`src/sv/dlli_pkg.sv`:
```
// Shared widths, codes and types for the delay/loss link impairer.
`timescale 1ns / 1ps
package dlli_pkg;

    localparam int HOLD_DEPTH_DEF = 64;
    localparam int MAX_RESULTS    = 64;

    localparam int ID_W    = 32;
    localparam int STAMP_W = 32;
    localparam int DRAW_W  = 31;
    localparam int DELAY_W = 16;
    localparam int JIT_W   = 16;
    localparam int LOSS_W  = 7;
    localparam int LOSS_DIV = 100;

    localparam int APB_DW = 32;
    localparam int APB_AW = 4;

    localparam logic [1:0] REG_DELAY  = 2'd0;
    localparam logic [1:0] REG_JITTER = 2'd1;
    localparam logic [1:0] REG_LOSS   = 2'd2;

    localparam logic OP_ARRIVE = 1'b0;
    localparam logic OP_TICK   = 1'b1;

    localparam logic V_ACCEPT = 1'b0;
    localparam logic V_DROP   = 1'b1;

    typedef logic [ID_W-1:0]    id_t;
    typedef logic [STAMP_W-1:0] stamp_t;
    typedef logic [DRAW_W-1:0]  draw_t;
    typedef logic [APB_DW-1:0]  apb_data_t;
    typedef logic [APB_AW-1:0]  apb_addr_t;

endpackage

```
`src/sv/dlli_rem.sv`:
```
// Bit-serial restoring remainder unit, one dividend bit per cycle.
`timescale 1ns / 1ps
module dlli_rem #(
    parameter int DIV_W = 17
) (
    input  logic                 clk,
    input  logic                 rst_n,
    input  logic                 start,
    input  dlli_pkg::draw_t      dividend,
    input  logic [DIV_W-1:0]     divisor,
    output logic                 done,
    output logic [DIV_W-1:0]     rem
);
    import dlli_pkg::*;

    localparam int CNT_W = $clog2(DRAW_W + 1);

    logic [DRAW_W-1:0] dvd_reg, dvd_next;
    logic [DIV_W-1:0]  div_reg, div_next;
    logic [DIV_W-1:0]  rem_reg, rem_next;
    logic [CNT_W-1:0]  cnt_reg, cnt_next;
    logic [DIV_W:0]    trial;
    logic [DIV_W:0]    diff;

    always_comb
    begin
        trial    = {rem_reg, dvd_reg[DRAW_W-1]};
        diff     = trial - {1'b0, div_reg};
        dvd_next = dvd_reg;
        div_next = div_reg;
        rem_next = rem_reg;
        cnt_next = cnt_reg;
        if (start)
        begin
            dvd_next = dividend;
            div_next = divisor;
            rem_next = '0;
            cnt_next = CNT_W'(DRAW_W);
        end
        else if (cnt_reg != '0)
        begin
            dvd_next = {dvd_reg[DRAW_W-2:0], 1'b0};
            if (trial >= {1'b0, div_reg})
            begin
                rem_next = diff[DIV_W-1:0];
            end
            else
            begin
                rem_next = trial[DIV_W-1:0];
            end
            cnt_next = cnt_reg - CNT_W'(1);
        end
    end

    always_ff @(posedge clk or negedge rst_n)
    begin
        if (!rst_n)
        begin
            cnt_reg <= '0;
        end
        else
        begin
            cnt_reg <= cnt_next;
        end
    end

    always_ff @(posedge clk)
    begin
        dvd_reg <= dvd_next;
        div_reg <= div_next;
        rem_reg <= rem_next;
    end

    assign done = (cnt_reg == '0);
    assign rem  = rem_reg;

endmodule

```
`config.mk`:
```
export PLATFORM = sky130hd
export DESIGN_NAME = dlli_rem
export DESIGN_NICKNAME = d
export VERILOG_FILES = /design/src/sv/dlli_pkg.sv /design/src/sv/dlli_rem.sv
export SDC_FILE = /design/constraint.sdc
export NUM_CORES = 1
export LEC_CHECK = 0
export BUFFER_PORTS_ARGS = -buffer_cell sky130_fd_sc_hd__buf_4
export CORE_MARGIN = 2
export CORE_UTILIZATION = 40
export DETAILED_ROUTE_END_ITERATION = 10
export PLACE_DENSITY_LB_ADDON = 0.05
export SKIP_CTS_REPAIR_TIMING = 1
export SLEW_MARGIN = 15
export SYNTH_ARGS = -nofsm -noshare
export SYNTH_HDL_FRONTEND = slang
export SYNTH_SLANG_ARGS = --single-unit
```
`constraint.sdc`:
```
create_clock -name clk -period 3.25 [get_ports clk]
set_input_delay 0.65 -clock clk [delete_from_list [all_inputs] [get_ports clk]]
set_output_delay 0.65 -clock clk [all_outputs]
set_load 0.01 [all_outputs]
```
==> reports/summary.md, run 1 <==
The tools report the clock sink total as 70. The tools report the detailed placer's ending HPWL as 5450 um. The initial core utilization came out at 0.410.

Total wirelength of the detailed-routed design: 7970 um. Most frequent standard cell in the layout excluding fill and tap cells: sky130_fd_sc_hd__buf_4. In this run the worst path has a maximum fanout of 16. The run gives 6.80 ps as the worst setup skew after layout. Core occupancy in the finished layout: 0.501. Data on the critical path is required at its endpoint by 3500 ps. Share of synthesized area occupied by flip-flops and latches: 0.506. The pre-antenna-repair detailed-routing pass consisted of 4 iterations. The tools report the cell count after synthesis as 336. When the netlist entered floorplanning its net count stood at 407.

STA classifies the critical path endpoint as a register. The detailed router placed 2769 vias in this run. For this run, design rule violations remaining after detail routing come to 0.

The most used flip-flop cell after synthesis was sky130_fd_sc_hd__edfxtp_1. The maximum count of clock buffers along a single path was 2; the arrival time of data at the critical path endpoint was 3090 ps. The via density per instance was 5.31; the final standard cell count with taps included and fillers excluded was 521. The number of CTS-inserted buffers is 9, and the clock share of power is 0.245. Maximum achievable frequency: 353 MHz.

TritonCTS built the clock tree. The synthesized netlist occupies a cell area of 3770 um2. The logs give 0.761 for the weighted congestion at the end of routability-driven global placement and 476 for the final net count. The final count of pins violating max slew is 0, and the die span in y is 101 um.

After detailed routing, the average wire length per cell comes to 15.3 um. In this run the worst hold path is classified as in2async. The width of the die is 101 um, and the setup TNS is 0 ps. The filler cells instantiated in the layout total 862. The count of final hold-check violations was 0. The worst register-to-register path begins at dvd_reg[30]$_DFFE_PP_. The logs give 93 for the violation count after the first detailed-route iteration and 0 for the remaining antenna violation count. Remaining max-slew budget at the tightest pin: 0.442.

The terminus of the critical flop-to-flop path is rem[14]$_SDFFE_PP0N_. The sequential fraction of design power was 0.364. Summing internal, switching and leakage power gives 3.37 mW. 0 antenna diodes ended up in the layout. Clock-pin slew was measured on the worst setup and hold paths at 90 ps. Buffers placed on the I/O ports in this run total 68.

The tools report the share of total power in combinational logic as 0.392. The fraction of layout cells with a size suffix above 1 was 0.320; the cell total after placement was 505. Across all hold checks on the routed design, the worst slack comes to 87.1 ps.

At the later pin of the worst-skew pair, clock insertion delay measures 340 ps. The logs give 9200 um2 for the area of the placeable core and 2.00 nW for the reported leakage power. The internal power component is 2.17 mW.

The tools report the H-tree level count as 3. The critical path is of the reg2reg type. The number of standard-cell rows in the floorplan was 35.

The power density normalized to cell area was 731 nW/um2. The run finished with clean final reports. The number of global-route vias before repair was 2837.

At the pin with the least slew margin, the transition time is 836 ps. The max-cap violation count came out at 0. Entering global routing, the biggest net connects 31 pins. During synthesis, Yosys emitted a total of 0 warnings. The area of the die came out at 10200 um2. The share of total power consumed by net switching came out at 0.355. The post-route clock period utilization came out at 0.872.

The register with the most flip-flops in the layout has 31 of them. Category of the worst setup path launch point: a register. The run gives 13800 um as the first-pass GRT wire length.

Setup repair after global routing left no endpoint under its margin. The tools report the initial antenna violation count as 0. The growth of design area from synthesis to finish is 22.3%, and the total setup violations reported at the end of the flow is 0. The worst reg2reg path depth was 11. The register-to-register setup slack came out at 410 ps. Synthesis inferred 70 register bits.

The tools report the overall global routing resource usage as 0.174. The logs give 0 for the global route total overflow and 1.20 mW for the total net switching power. Counting flops with a built-in enable in the synthesized netlist gives 48. The proportion of register bits with asynchronous set or reset after synthesis is 0.0714, and the top-level port count is 69. In this run the clock root is driven by a sky130_fd_sc_hd__clkbuf_8.

The minimum clock period after layout is 2840 ps, and the maximum VDD drop is 232 uV. The run gives 56 as the number of different library cells in the post-synthesis netlist. A synthesized cell averages 11.2 um2. In the layout the commonest cells are 73 x sky130_fd_sc_hd__buf_4, 48 x sky130_fd_sc_hd__edfxtp_1, 30 x sky130_fd_sc_hd__mux2_2, 23 x sky130_fd_sc_hd__nor2_1, 23 x sky130_fd_sc_hd__inv_1.
layout make-up:
| class | instances | area [um2] | share of cell area |
|---|---|---|---|
| Inverter | 24 | 90.1 | 0.0196 |
| Tap cell | 111 | 139 | 0.0301 |
| Clock buffer | 9 | 124 | 0.0269 |
| Sequential cell | 70 | 1910 | 0.414 |
| Multi-Input combinational cell | 227 | 1690 | 0.368 |
| Timing Repair Buffer | 73 | 548 | 0.119 |
| Clock inverter | 7 | 105 | 0.0228 |
power by group through the flow:
stage                     combinational (mW)  sequential, mW  clock, mW
final                                   1.32            1.23      0.824
after global routing                    1.50            1.25      0.891
after CTS                               1.33            1.23      0.849
after detailed placement                1.32            1.24          0
after global placement                  1.31            1.24          0
after floorplan                        0.928            1.25          0
metal layers:
layer	wire length, um	up-vias	GRT usage
li1	-	1377	-
met1	3960	1328	0.245
met2	3570	59	0.262
met3	370	5	0.0416
met4	78	0	0.0593
met5	0	-	0
through the flow:
stage                     area [um2]  setup WS [ps]
final                           4610            415
after floorplan                 3770            707
after CTS                       4610            379
after global routing            4610            211
after detailed placement        4380            398
after global placement          4380            497
worst max-delay path: stages, from the launching register on:
cell and delay [ps]:
sky130_fd_sc_hd__edfxtp_1 390, sky130_fd_sc_hd__inv_1 70, sky130_fd_sc_hd__ha_1 150, sky130_fd_sc_hd__inv_1 50
sky130_fd_sc_hd__fa_1 390, sky130_fd_sc_hd__a21o_1 230, sky130_fd_sc_hd__o211a_1 240, sky130_fd_sc_hd__a2111oi_4 380
sky130_fd_sc_hd__nor2_2 80, sky130_fd_sc_hd__nor2_4 360, sky130_fd_sc_hd__a21oi_1 120, sky130_fd_sc_hd__a211oi_1 280
cell usage after synthesis, types with 2 or more instances:
cell type / instances / area (um2)
sky130_fd_sc_hd__nand2_1: 19 / 71.3
sky130_fd_sc_hd__o21bai_2: 2 / 22.5
sky130_fd_sc_hd__o211ai_1: 3 / 22.5
sky130_fd_sc_hd__o21ai_1: 2 / 10.0
sky130_fd_sc_hd__buf_2: 3 / 15.0
sky130_fd_sc_hd__clkbuf_1: 6 / 22.5
sky130_fd_sc_hd__o31ai_1: 4 / 30.0
sky130_fd_sc_hd__mux2_2: 30 / 338
sky130_fd_sc_hd__nand3_1: 3 / 15.0
sky130_fd_sc_hd__or3_1: 2 / 12.5
sky130_fd_sc_hd__a311oi_2: 2 / 30.0
sky130_fd_sc_hd__a211oi_1: 6 / 45.0
sky130_fd_sc_hd__nor2_1: 23 / 86.3
sky130_fd_sc_hd__a21o_1: 7 / 52.6
sky130_fd_sc_hd__o21a_1: 3 / 22.5
sky130_fd_sc_hd__dfrtp_1: 5 / 125
sky130_fd_sc_hd__o21ai_0: 7 / 35.0
sky130_fd_sc_hd__xnor2_1: 10 / 87.6
sky130_fd_sc_hd__edfxtp_1: 48 / 1440
sky130_fd_sc_hd__or4_1: 2 / 15.0
sky130_fd_sc_hd__nand2b_1: 5 / 31.3
sky130_fd_sc_hd__a21oi_1: 20 / 100
sky130_fd_sc_hd__inv_1: 23 / 86.3
sky130_fd_sc_hd__and3_1: 3 / 18.8
sky130_fd_sc_hd__o2111ai_1: 2 / 17.5
sky130_fd_sc_hd__and2_1: 2 / 12.5
sky130_fd_sc_hd__xor2_1: 3 / 26.3
sky130_fd_sc_hd__ha_1: 19 / 238
sky130_fd_sc_hd__buf_1: 3 / 11.3
sky130_fd_sc_hd__nor4_1: 8 / 50.1
sky130_fd_sc_hd__nor3_1: 20 / 100
sky130_fd_sc_hd__dfxtp_1: 17 / 340
how the worst max path moves through the flow:
stage / startpoint / endpoint / slack [ps] / depth (start not counted)
2_1_floorplan: dvd_reg[30]$_DFFE_PP_ / rem[13]$_SDFFE_PP0N_ / 710 / 12
3_3_place_gp: dvd_reg[30]$_DFFE_PP_ / rem[4]$_SDFFE_PP0N_ / 500 / 11
3_5_place_dp: dvd_reg[30]$_DFFE_PP_ / rem[6]$_SDFFE_PP0N_ / 400 / 11
4_1_cts: dvd_reg[30]$_DFFE_PP_ / rem[14]$_SDFFE_PP0N_ / 380 / 11
5_1_grt: dvd_reg[30]$_DFFE_PP_ / rem[8]$_SDFFE_PP0N_ / 210 / 11
6_report: dvd_reg[30]$_DFFE_PP_ / rem[14]$_SDFFE_PP0N_ / 410 / 11
kinds of logic after synthesis:
group / Yosys count / synth area share
AOI/OAI and AO/OA: 70 / 0.136
xor gates and xnor gates: 13 / 0.0302
adders and majority gates: 20 / 0.0684
buffers and inverters: 39 / 0.0439
DFF: 70 / 0.506
muxes: 30 / 0.0897
and+or+nand+nor: 94 / 0.125
(Power assumes the default switching activity.)
==> run 2, diff against run 1 <==
Settings changed: ABC_AREA from default to 1.
==> reports/summary.md, run 2 <==
The flow ran to the end, and the final reports show no timing, DRC or antenna violations. The run gives 1.73 mW (-20%) as the internal power component. The area share of the largest cell type after synthesis is 0.352 (-0.0312), and the final count of pins violating max slew is 0 (unchanged). The top-level port count is 69 (unchanged). The sequential fraction of design power came out at 0.429 (+0.065).

The logs give 10.0 ps (+3.22 ps) for the worst setup skew after layout and 998 (+16%) for the number of fill cells in the layout. The run gives 4100 um2 (+8.9%) as the mapped cell area. The category of the worst setup path launch point is a register. The final net count is 673 (+41%). The delay of the slowest critical-path stage was 430 ps (+40 ps).

The buffer cell driving the clock tree root was sky130_fd_sc_hd__clkbuf_8. The area of the die is 11100 um2 (+8.5%). The run gives 0 (unchanged) as the initial antenna violation count. Max-cap violation count: 0 (unchanged).

The fraction of layout cells with a size suffix above 1 was 0.168 (-0.151); the violation count after the first detailed-route iteration was 93 (unchanged). The library cell used most frequently in the layout, excluding fill and tap cells, is sky130_fd_sc_hd__nand2_1. The most used flip-flop cell after synthesis is sky130_fd_sc_hd__edfxtp_1.

The tools report the clock network latency to the later pin of the worst-skew pair as 350 ps (about the same). By count the netlist is led by 211 x sky130_fd_sc_hd__nand2_1, 84 x sky130_fd_sc_hd__inv_1, 48 x sky130_fd_sc_hd__edfxtp_1. The clock-pin slew of the registers on the worst-case setup and hold paths came out at 80 ps (about the same). The run gives 0 (unchanged) as the count of final hold-check violations.

The worst hold path belongs to the class in2async. The run gives 0 ps (unchanged) as the setup TNS. The run gives 2.59 nW (+30%) as the reported leakage power. Count of flip-flops with a built-in enable after synthesis: 48 (unchanged). Yosys attributes the largest share of cell area to sky130_fd_sc_hd__edfxtp_1 35%, sky130_fd_sc_hd__nand2_1 19%, sky130_fd_sc_hd__dfxtp_1 8.3%, sky130_fd_sc_hd__inv_1 7.7%, sky130_fd_sc_hd__ha_1 5.8%. The number of buffer and inverter stages on the critical path is 2 (unchanged). Average footprint of a synthesized cell: 7.69 um2 (-31%).

For the clock sink total, the log shows 70 (unchanged). The remaining max-slew budget at the tightest pin is 0.521 (+0.0788). The minimum clock period after layout was 2370 ps (-465 ps); the maximum count of clock buffers along a single path was 2 (unchanged).

The power density normalized to cell area is 534 nW/um2 (-27%). First-pass GRT wire length: 16100 um (+17%). For the share of synthesized area occupied by flip-flops and latches, the log shows 0.465 (-0.0413). The growth of design area from synthesis to finish came out at 19.9%. Initial core utilization: 0.416 (+0.00613). The via density per instance works out to 4.63 (-13%). TritonCTS built the clock tree. Total net switching power: 0.895 mW (-25%). The logs give 90.6 ps (+3.47 ps) for the worst hold slack across all endpoints and 0 (unchanged) for the total setup violations reported at the end of the flow. The logs give 36 (+2.9%) for the number of standard-cell rows in the floorplan and 9 (unchanged) for the number of CTS-inserted buffers.

The post-synthesis register bit count is 70 (unchanged), and the total area of multi-input combinational cells is 1800 um2 (+6.2%). Most numerous cell in the Yosys netlist: sky130_fd_sc_hd__nand2_1. Largest area contributor in the netlist: sky130_fd_sc_hd__edfxtp_1. The remaining antenna violation count was 0 (unchanged). Share of total power in combinational logic: 0.308 (-0.084). The master of the slowest instance on the critical path is sky130_fd_sc_hd__nor2_2. The tools report the endpoint type of the worst setup path as a register.

Weighted congestion at the end of routability-driven global placement: 0.856 (+12%). For the clock share of power, the log shows 0.263 (+0.018). The cell count after synthesis was 533 (+59%); the proportion of register bits with asynchronous set or reset after synthesis was 0.0714 (unchanged). The post-route clock period utilization works out to 0.729 (-0.143). Area of the placeable core: 9860 um2 (+7.3%).

The number of I/O port buffers was 68 (unchanged); the number of diodes was 0 (unchanged). The detailed-route via count came out at 3426 (+24%). The worst-margin pin slew came out at 716 ps (-120 ps). Maximum fanout along the worst path: 24 (+8). The H-tree level count is 3 (unchanged).

Critical path start-end classification: reg2reg. The logs give 36 (-36%) for the number of different library cells in the post-synthesis netlist and 5 (+1) for the count of TritonRoute iterations in the first routing pass. The tools report the footprint of the flip-flops and latches as 1910 um2 (unchanged). Setup repair after global routing left no endpoint under its margin.

The die span in y came out at 105 um (+4.2%). The signal on the critical path passes through ha_1 > nand2_1 > inv_2 > nand2_1 > inv_1 > nand2_1 > nand2_1 > nor2_2 > nand2_4 > or2_1 > nand3_1 > nand2_1. The tools report the detailed placer's ending HPWL as 6960 um (+28%).

The average wire length per cell after detail routing is 12.7 um (-17%), and the remaining design rule violation count is 0 (unchanged). For the register-to-register setup slack, the log shows 880 ps (+460 ps). The library cells used most frequently in the layout, excluding fill and tap cells, are 211 x sky130_fd_sc_hd__nand2_1, 84 x sky130_fd_sc_hd__inv_1, 72 x sky130_fd_sc_hd__buf_4, 48 x sky130_fd_sc_hd__edfxtp_1, 35 x sky130_fd_sc_hd__nand3_1.

The worst register-to-register path ends at rem[10]$_SDFFE_PP0N_. Among cell families on the critical path, the largest total delay comes from simple AND/OR/NAND/NOR gates. The maximum achievable frequency is 422 MHz (+20%), and the worst reg2reg path depth is 12 (+1). Maximum VDD drop: 241 uV (+3.6%). The share of total power consumed by net switching is 0.341 (-0.0146), and the required time of the critical path is 3500 ps (about the same).

Overall global routing resource usage: 0.183 (+0.00924). The most numerous cell on the critical path was sky130_fd_sc_hd__nand2_1. The worst register-to-register path begins at rem[13]$_SDFFE_PP0N_.

The flip-flop count of the largest register, all copies and words added came out at 31 (unchanged). The global route total overflow was 0 (unchanged). The total number of yosys warnings was 0 (unchanged); the arrival time of data at the critical path endpoint was 2620 ps (-470 ps). The width of the die works out to 105 um (+4.2%). The synthesized netlist net count came out at 604 (+48%). The run gives 3450 (+22%) as the number of global-route vias before repair.

The run gives 34 (+9.7%) as the maximum number of pins on one net before global-route repair. The run gives 9410 um (+18%) as the total wirelength of the detailed-routed design.
[run 2: layout make-up]
| class | instances | area share |
|---|---|---|
| Tap cell | 133 | 0.0339 |
| Inverter | 85 | 0.0649 |
| Sequential cell | 70 | 0.388 |
| Clock buffer | 11 | 0.0267 |
| Multi-Input combinational cell | 364 | 0.366 |
| Clock inverter | 5 | 0.0104 |
| Timing Repair Buffer | 72 | 0.110 |
[run 2: kinds of logic after synthesis]
logic type / Yosys count / synth area share
AO/OA/AOI/OAI: 40 / 0.0571
flip-flops: 70 / 0.465
XOR/XNOR: 8 / 0.0171
adder cells (fa/ha/maj): 20 / 0.0629
AND/OR/NAND/NOR: 296 / 0.302
buffers and inverters: 99 / 0.0961
[run 2: layer usage]
metal | track usage | vias up | wire length [um]
met5 | 0 | - | 0
met4 | 0.0733 | 0 | 189
met3 | 0.0353 | 15 | 371
met2 | 0.310 | 64 | 4500
met1 | 0.228 | 1530 | 4350
li1 | - | 1817 | -
[run 2: worst max-delay path by stage]
stage | startpoint | end | slack (ps) | cells after the start
2_1_floorplan | start | dvd_reg[0]$_SDFFCE_PN0P_ | 1180 | 3
3_3_place_gp | rem[13]$_SDFFE_PP0N_ | rem[10]$_SDFFE_PP0N_ | 950 | 12
3_5_place_dp | div_reg[14]$_DFFE_PP_ | rem[10]$_SDFFE_PP0N_ | 890 | 13
4_1_cts | rem[14]$_SDFFE_PP0N_ | rem[10]$_SDFFE_PP0N_ | 880 | 10
5_1_grt | div_reg[14]$_DFFE_PP_ | rem[10]$_SDFFE_PP0N_ | 600 | 13
6_report | rem[13]$_SDFFE_PP0N_ | rem[10]$_SDFFE_PP0N_ | 880 | 12
[run 2: power groups by stage]
stage	registers, mW	logic (mW)	clock network [mW]
6_report	1.13	0.808	0.690
2_1_floorplan	1.14	0.561	0
5_1_grt	1.14	0.921	0.747
3_3_place_gp	1.15	0.809	0
3_5_place_dp	1.15	0.813	0
4_1_cts	1.13	0.816	0.715
[run 2: worst reg2reg max path, stage by stage, from the launching register on]
cell	delay, ps
sky130_fd_sc_hd__dfxtp_1	360
sky130_fd_sc_hd__ha_1	360
sky130_fd_sc_hd__nand2_1	130
sky130_fd_sc_hd__inv_2	50
sky130_fd_sc_hd__nand2_1	70
sky130_fd_sc_hd__inv_1	40
sky130_fd_sc_hd__nand2_1	50
sky130_fd_sc_hd__nand2_1	70
sky130_fd_sc_hd__nor2_2	430
sky130_fd_sc_hd__nand2_4	290
sky130_fd_sc_hd__or2_1	290
sky130_fd_sc_hd__nand3_1	70
sky130_fd_sc_hd__nand2_1	50
[run 2: stage by stage]
stage          std cells  worst slack (ps)  total power, mW   util  cell area, um2
2_1_floorplan        533              1180             1.70      -            4100
3_3_place_gp         724               948             1.96  0.480            4730
3_5_place_dp         724               894             1.96  0.480            4730
4_1_cts              740               880             2.66  0.498            4910
5_1_grt              740               604             2.81  0.498            4910
6_report             740               879             2.63  0.498            4910
==> run 3, diff against run 2 <==
Clock period 3.25 ns to 2.48 ns, I/O delays scaled along.
==> reports/summary.md, run 3 (synthesis gave the netlist of run 2 again) <==
The run finished with clean final reports. The remaining design rule violation count was 0 (unchanged). The count of final hold-check violations is 0 (unchanged). The clock-pin slew of the registers on the worst-case setup and hold paths came out at 80 ps (about the same). The maximum count of clock buffers along a single path was 2 (unchanged). In the layout the commonest cells are 211 x sky130_fd_sc_hd__nand2_1, 84 x sky130_fd_sc_hd__inv_1, 78 x sky130_fd_sc_hd__buf_4, 48 x sky130_fd_sc_hd__edfxtp_1, 35 x sky130_fd_sc_hd__nand3_1. The minimum clock period after layout is 2120 ps (-251 ps), and the number of stages on the worst hold path is 1. The average wire length per cell after detail routing is 12.5 um (-1.8%). The run gives 9330 um (-0.84%) as the total wirelength of the detailed-routed design. The number of I/O port buffers works out to 68 (unchanged). The run gives 361 uV (+50%) as the maximum VDD drop. The fraction of layout cells with a size suffix above 1 was 0.179 (+0.0111). For the area of the die, the log shows 11100 um2 (unchanged). The maximum number of pins on one net before global-route repair is 32 (-5.9%), and the arrival time of data at the critical path endpoint is 2370 ps (-250 ps). The min-delay analysis places its worst path in the category in2reg.

The run gives 2.62 nW (+1.2%) as the reported leakage power. For the total net switching power, the log shows 1.17 mW (+31%). Setup TNS: 0 ps (unchanged).

The logs give 1910 um2 (unchanged) for the footprint of the flip-flops and latches and 0.895 (+4.5%) for the weighted congestion at the end of routability-driven global placement. The remaining antenna violation count was 0 (unchanged); the H-tree level count was 3 (unchanged). The final count of pins violating max slew was 0 (unchanged). For the register-to-register setup slack, the log shows 360 ps (-520 ps). The top-level port count came out at 69 (unchanged). The logs give 36 (unchanged) for the number of standard-cell rows in the floorplan and 6710 um (-3.5%) for the detailed placer's ending HPWL.

The internal power component was 2.24 mW (+29%). The number of buffer and inverter stages on the critical path came out at 2 (unchanged). Number of global-route vias before repair: 3489 (+1.1%). The hold path endpoint is div_reg[15]$_DFFE_PP_.

The power density normalized to cell area is 685 nW/um2 (+28%). The maximum fanout along the worst path was 24 (unchanged). The maximum achievable frequency is 472 MHz (+12%). The master of the slowest instance on the critical path was sky130_fd_sc_hd__fa_1. The die span in y was 105 um (unchanged); the worst-margin pin slew was 393 ps (-323 ps). The width of the die works out to 105 um (unchanged). Total power after layout: 3.40 mW (+30%). The run gives 0 (unchanged) as the global route total overflow. The terminus of the critical flop-to-flop path is rem[10]$_SDFFE_PP0N_. Count of TritonRoute iterations in the first routing pass: 4 (-1). Category of the worst setup path launch point: a register. The clock network latency to the later pin of the worst-skew pair came out at 360 ps (about the same). Setup repair after global routing left no endpoint under its margin.

The initial core utilization is 0.416 (unchanged). Traced cell by cell, the critical path runs through inv_1 > ha_1 > inv_1 > fa_1 > nand3_1 > nand3_2 > nand2_2 > nand2_4 > or2_1 > nand3_1 > nand2_1. The tools report the worst reg2reg path startpoint as dvd_reg[30]$_DFFE_PP_.

The cell family contributing the most delay on the critical path is simple AND/OR/NAND/NOR gates. The clock sink total came out at 70 (unchanged). TritonCTS built the clock tree. The logs give 0 (unchanged) for the total setup violations reported at the end of the flow and 9860 um2 (unchanged) for the area of the placeable core.

For the number of CTS-inserted buffers, the log shows 9 (unchanged). The tools report the worst hold slack across all endpoints as 311 ps (+220 ps). The tools report the share of total power in combinational logic as 0.314 (+0.006). The total area of multi-input combinational cells came out at 1800 um2 (unchanged).

For the initial antenna violation count, the log shows 0 (unchanged). The cell sitting at the root of the clock tree is a sky130_fd_sc_hd__clkbuf_8. The number of fill cells in the layout is 1007 (+0.90%), and the remaining max-slew budget at the tightest pin is 0.738 (+0.217).

The area of all placed cells without fillers came out at 4970 um2 (+1.1%). The worst reg2reg path depth was 11 (-1); the sequential fraction of design power was 0.431 (+0.002). Compared with the post-synthesis result, the final layout area differs by 21.2%. The number of cells on the critical path was 11 (-1); the required time of the critical path was 2730 ps (-770 ps). The final net count is 680 (+1.0%). Overall global routing resource usage: 0.180 (-0.00249). Max-cap violation count: 0 (unchanged).

The flip-flop count of the largest register, all copies and words added was 31 (unchanged). The via density per instance is 4.69 (+1.2%), and the clock share of power is 0.255 (-0.008). The critical path in this run is classified as reg2reg. The startpoint of the lowest-slack hold path is divisor[15]. The tools report the instance area at placement as 4780 um2 (+0.95%).

The library cell used most frequently in the layout, excluding fill and tap cells, is sky130_fd_sc_hd__nand2_1. The detailed-route via count came out at 3501 (+2.2%). The logs give 15900 um (-1.2%) for the first-pass GRT wire length and 9.97 ps (-0.0540 ps) for the worst setup skew after layout.

The delay of the slowest critical-path stage works out to 420 ps (about the same). STA classifies the critical path endpoint as a register. The run gives 104 (+12%) as the violation count after the first detailed-route iteration. The post-route clock period utilization was 0.855 (+0.125); the share of total power consumed by net switching was 0.343 (+0.00259). The number of diodes came out at 0 (unchanged).
run 3: changes by cell type in the layout (fill, tap and decap cells not counted):
cell / change
sky130_fd_sc_hd__buf_4: +6
sky130_fd_sc_hd__bufinv_16: -1
sky130_fd_sc_hd__clkbuf_1: -2
sky130_fd_sc_hd__clkbuf_8: +2
sky130_fd_sc_hd__clkinv_2: -1
sky130_fd_sc_hd__clkinvlp_4: +1
sky130_fd_sc_hd__dlygate4sd3_1: +1
sky130_fd_sc_hd__inv_6: +1
run 3: metal layers:
layer,up-vias,wire (um),track usage
met5,-,0,0
li1,1829,-,-
met4,0,92,0.0495
met3,7,390,0.0550
met2,70,4600,0.314
met1,1595,4240,0.215
run 3: how the worst max path moves through the flow:
stage                                     start                        to  slack [ps]
final                     dvd_reg[30]$_DFFE_PP_      rem[10]$_SDFFE_PP0N_         360
after detailed placement  dvd_reg[30]$_DFFE_PP_      rem[10]$_SDFFE_PP0N_         390
after global routing      dvd_reg[30]$_DFFE_PP_      rem[10]$_SDFFE_PP0N_         190
after CTS                 dvd_reg[30]$_DFFE_PP_      rem[10]$_SDFFE_PP0N_         350
after floorplan                           start  dvd_reg[0]$_SDFFCE_PN0P_         570
after global placement    dvd_reg[30]$_DFFE_PP_      rem[10]$_SDFFE_PP0N_         440
run 3: metrics by stage:
stage | worst slack (ps) | util | instances
2_1_floorplan | 567 | - | 533
3_3_place_gp | 443 | 0.484 | 730
5_1_grt | 185 | 0.504 | 747
6_report | 360 | 0.504 | 747
4_1_cts | 352 | 0.503 | 746
3_5_place_dp | 394 | 0.484 | 730
run 3: power by group through the flow:
stage	logic (mW)	clock network [mW]	registers (mW)
6_report	1.07	0.868	1.47
3_3_place_gp	1.06	0	1.49
2_1_floorplan	0.735	0	1.50
4_1_cts	1.07	0.900	1.47
3_5_place_dp	1.07	0	1.50
5_1_grt	1.22	0.949	1.49
run 3: cell type report:
cell class | count | area share
tap | 133 | 0.0335
inverter | 85 | 0.0642
clock buffer | 11 | 0.0305
clock inverter | 5 | 0.00654
sequential | 70 | 0.384
timing repair buffer | 79 | 0.120
multi-input combinational | 364 | 0.362
run 3: worst reg2reg max path: stages, from the launching register on:
cell	delay, ps
sky130_fd_sc_hd__edfxtp_1	390
sky130_fd_sc_hd__inv_1	70
sky130_fd_sc_hd__ha_1	160
sky130_fd_sc_hd__inv_1	80
sky130_fd_sc_hd__fa_1	420
sky130_fd_sc_hd__nand3_1	120
sky130_fd_sc_hd__nand3_2	110
sky130_fd_sc_hd__nand2_2	100
sky130_fd_sc_hd__nand2_4	180
sky130_fd_sc_hd__or2_1	280
sky130_fd_sc_hd__nand3_1	70
sky130_fd_sc_hd__nand2_1	40
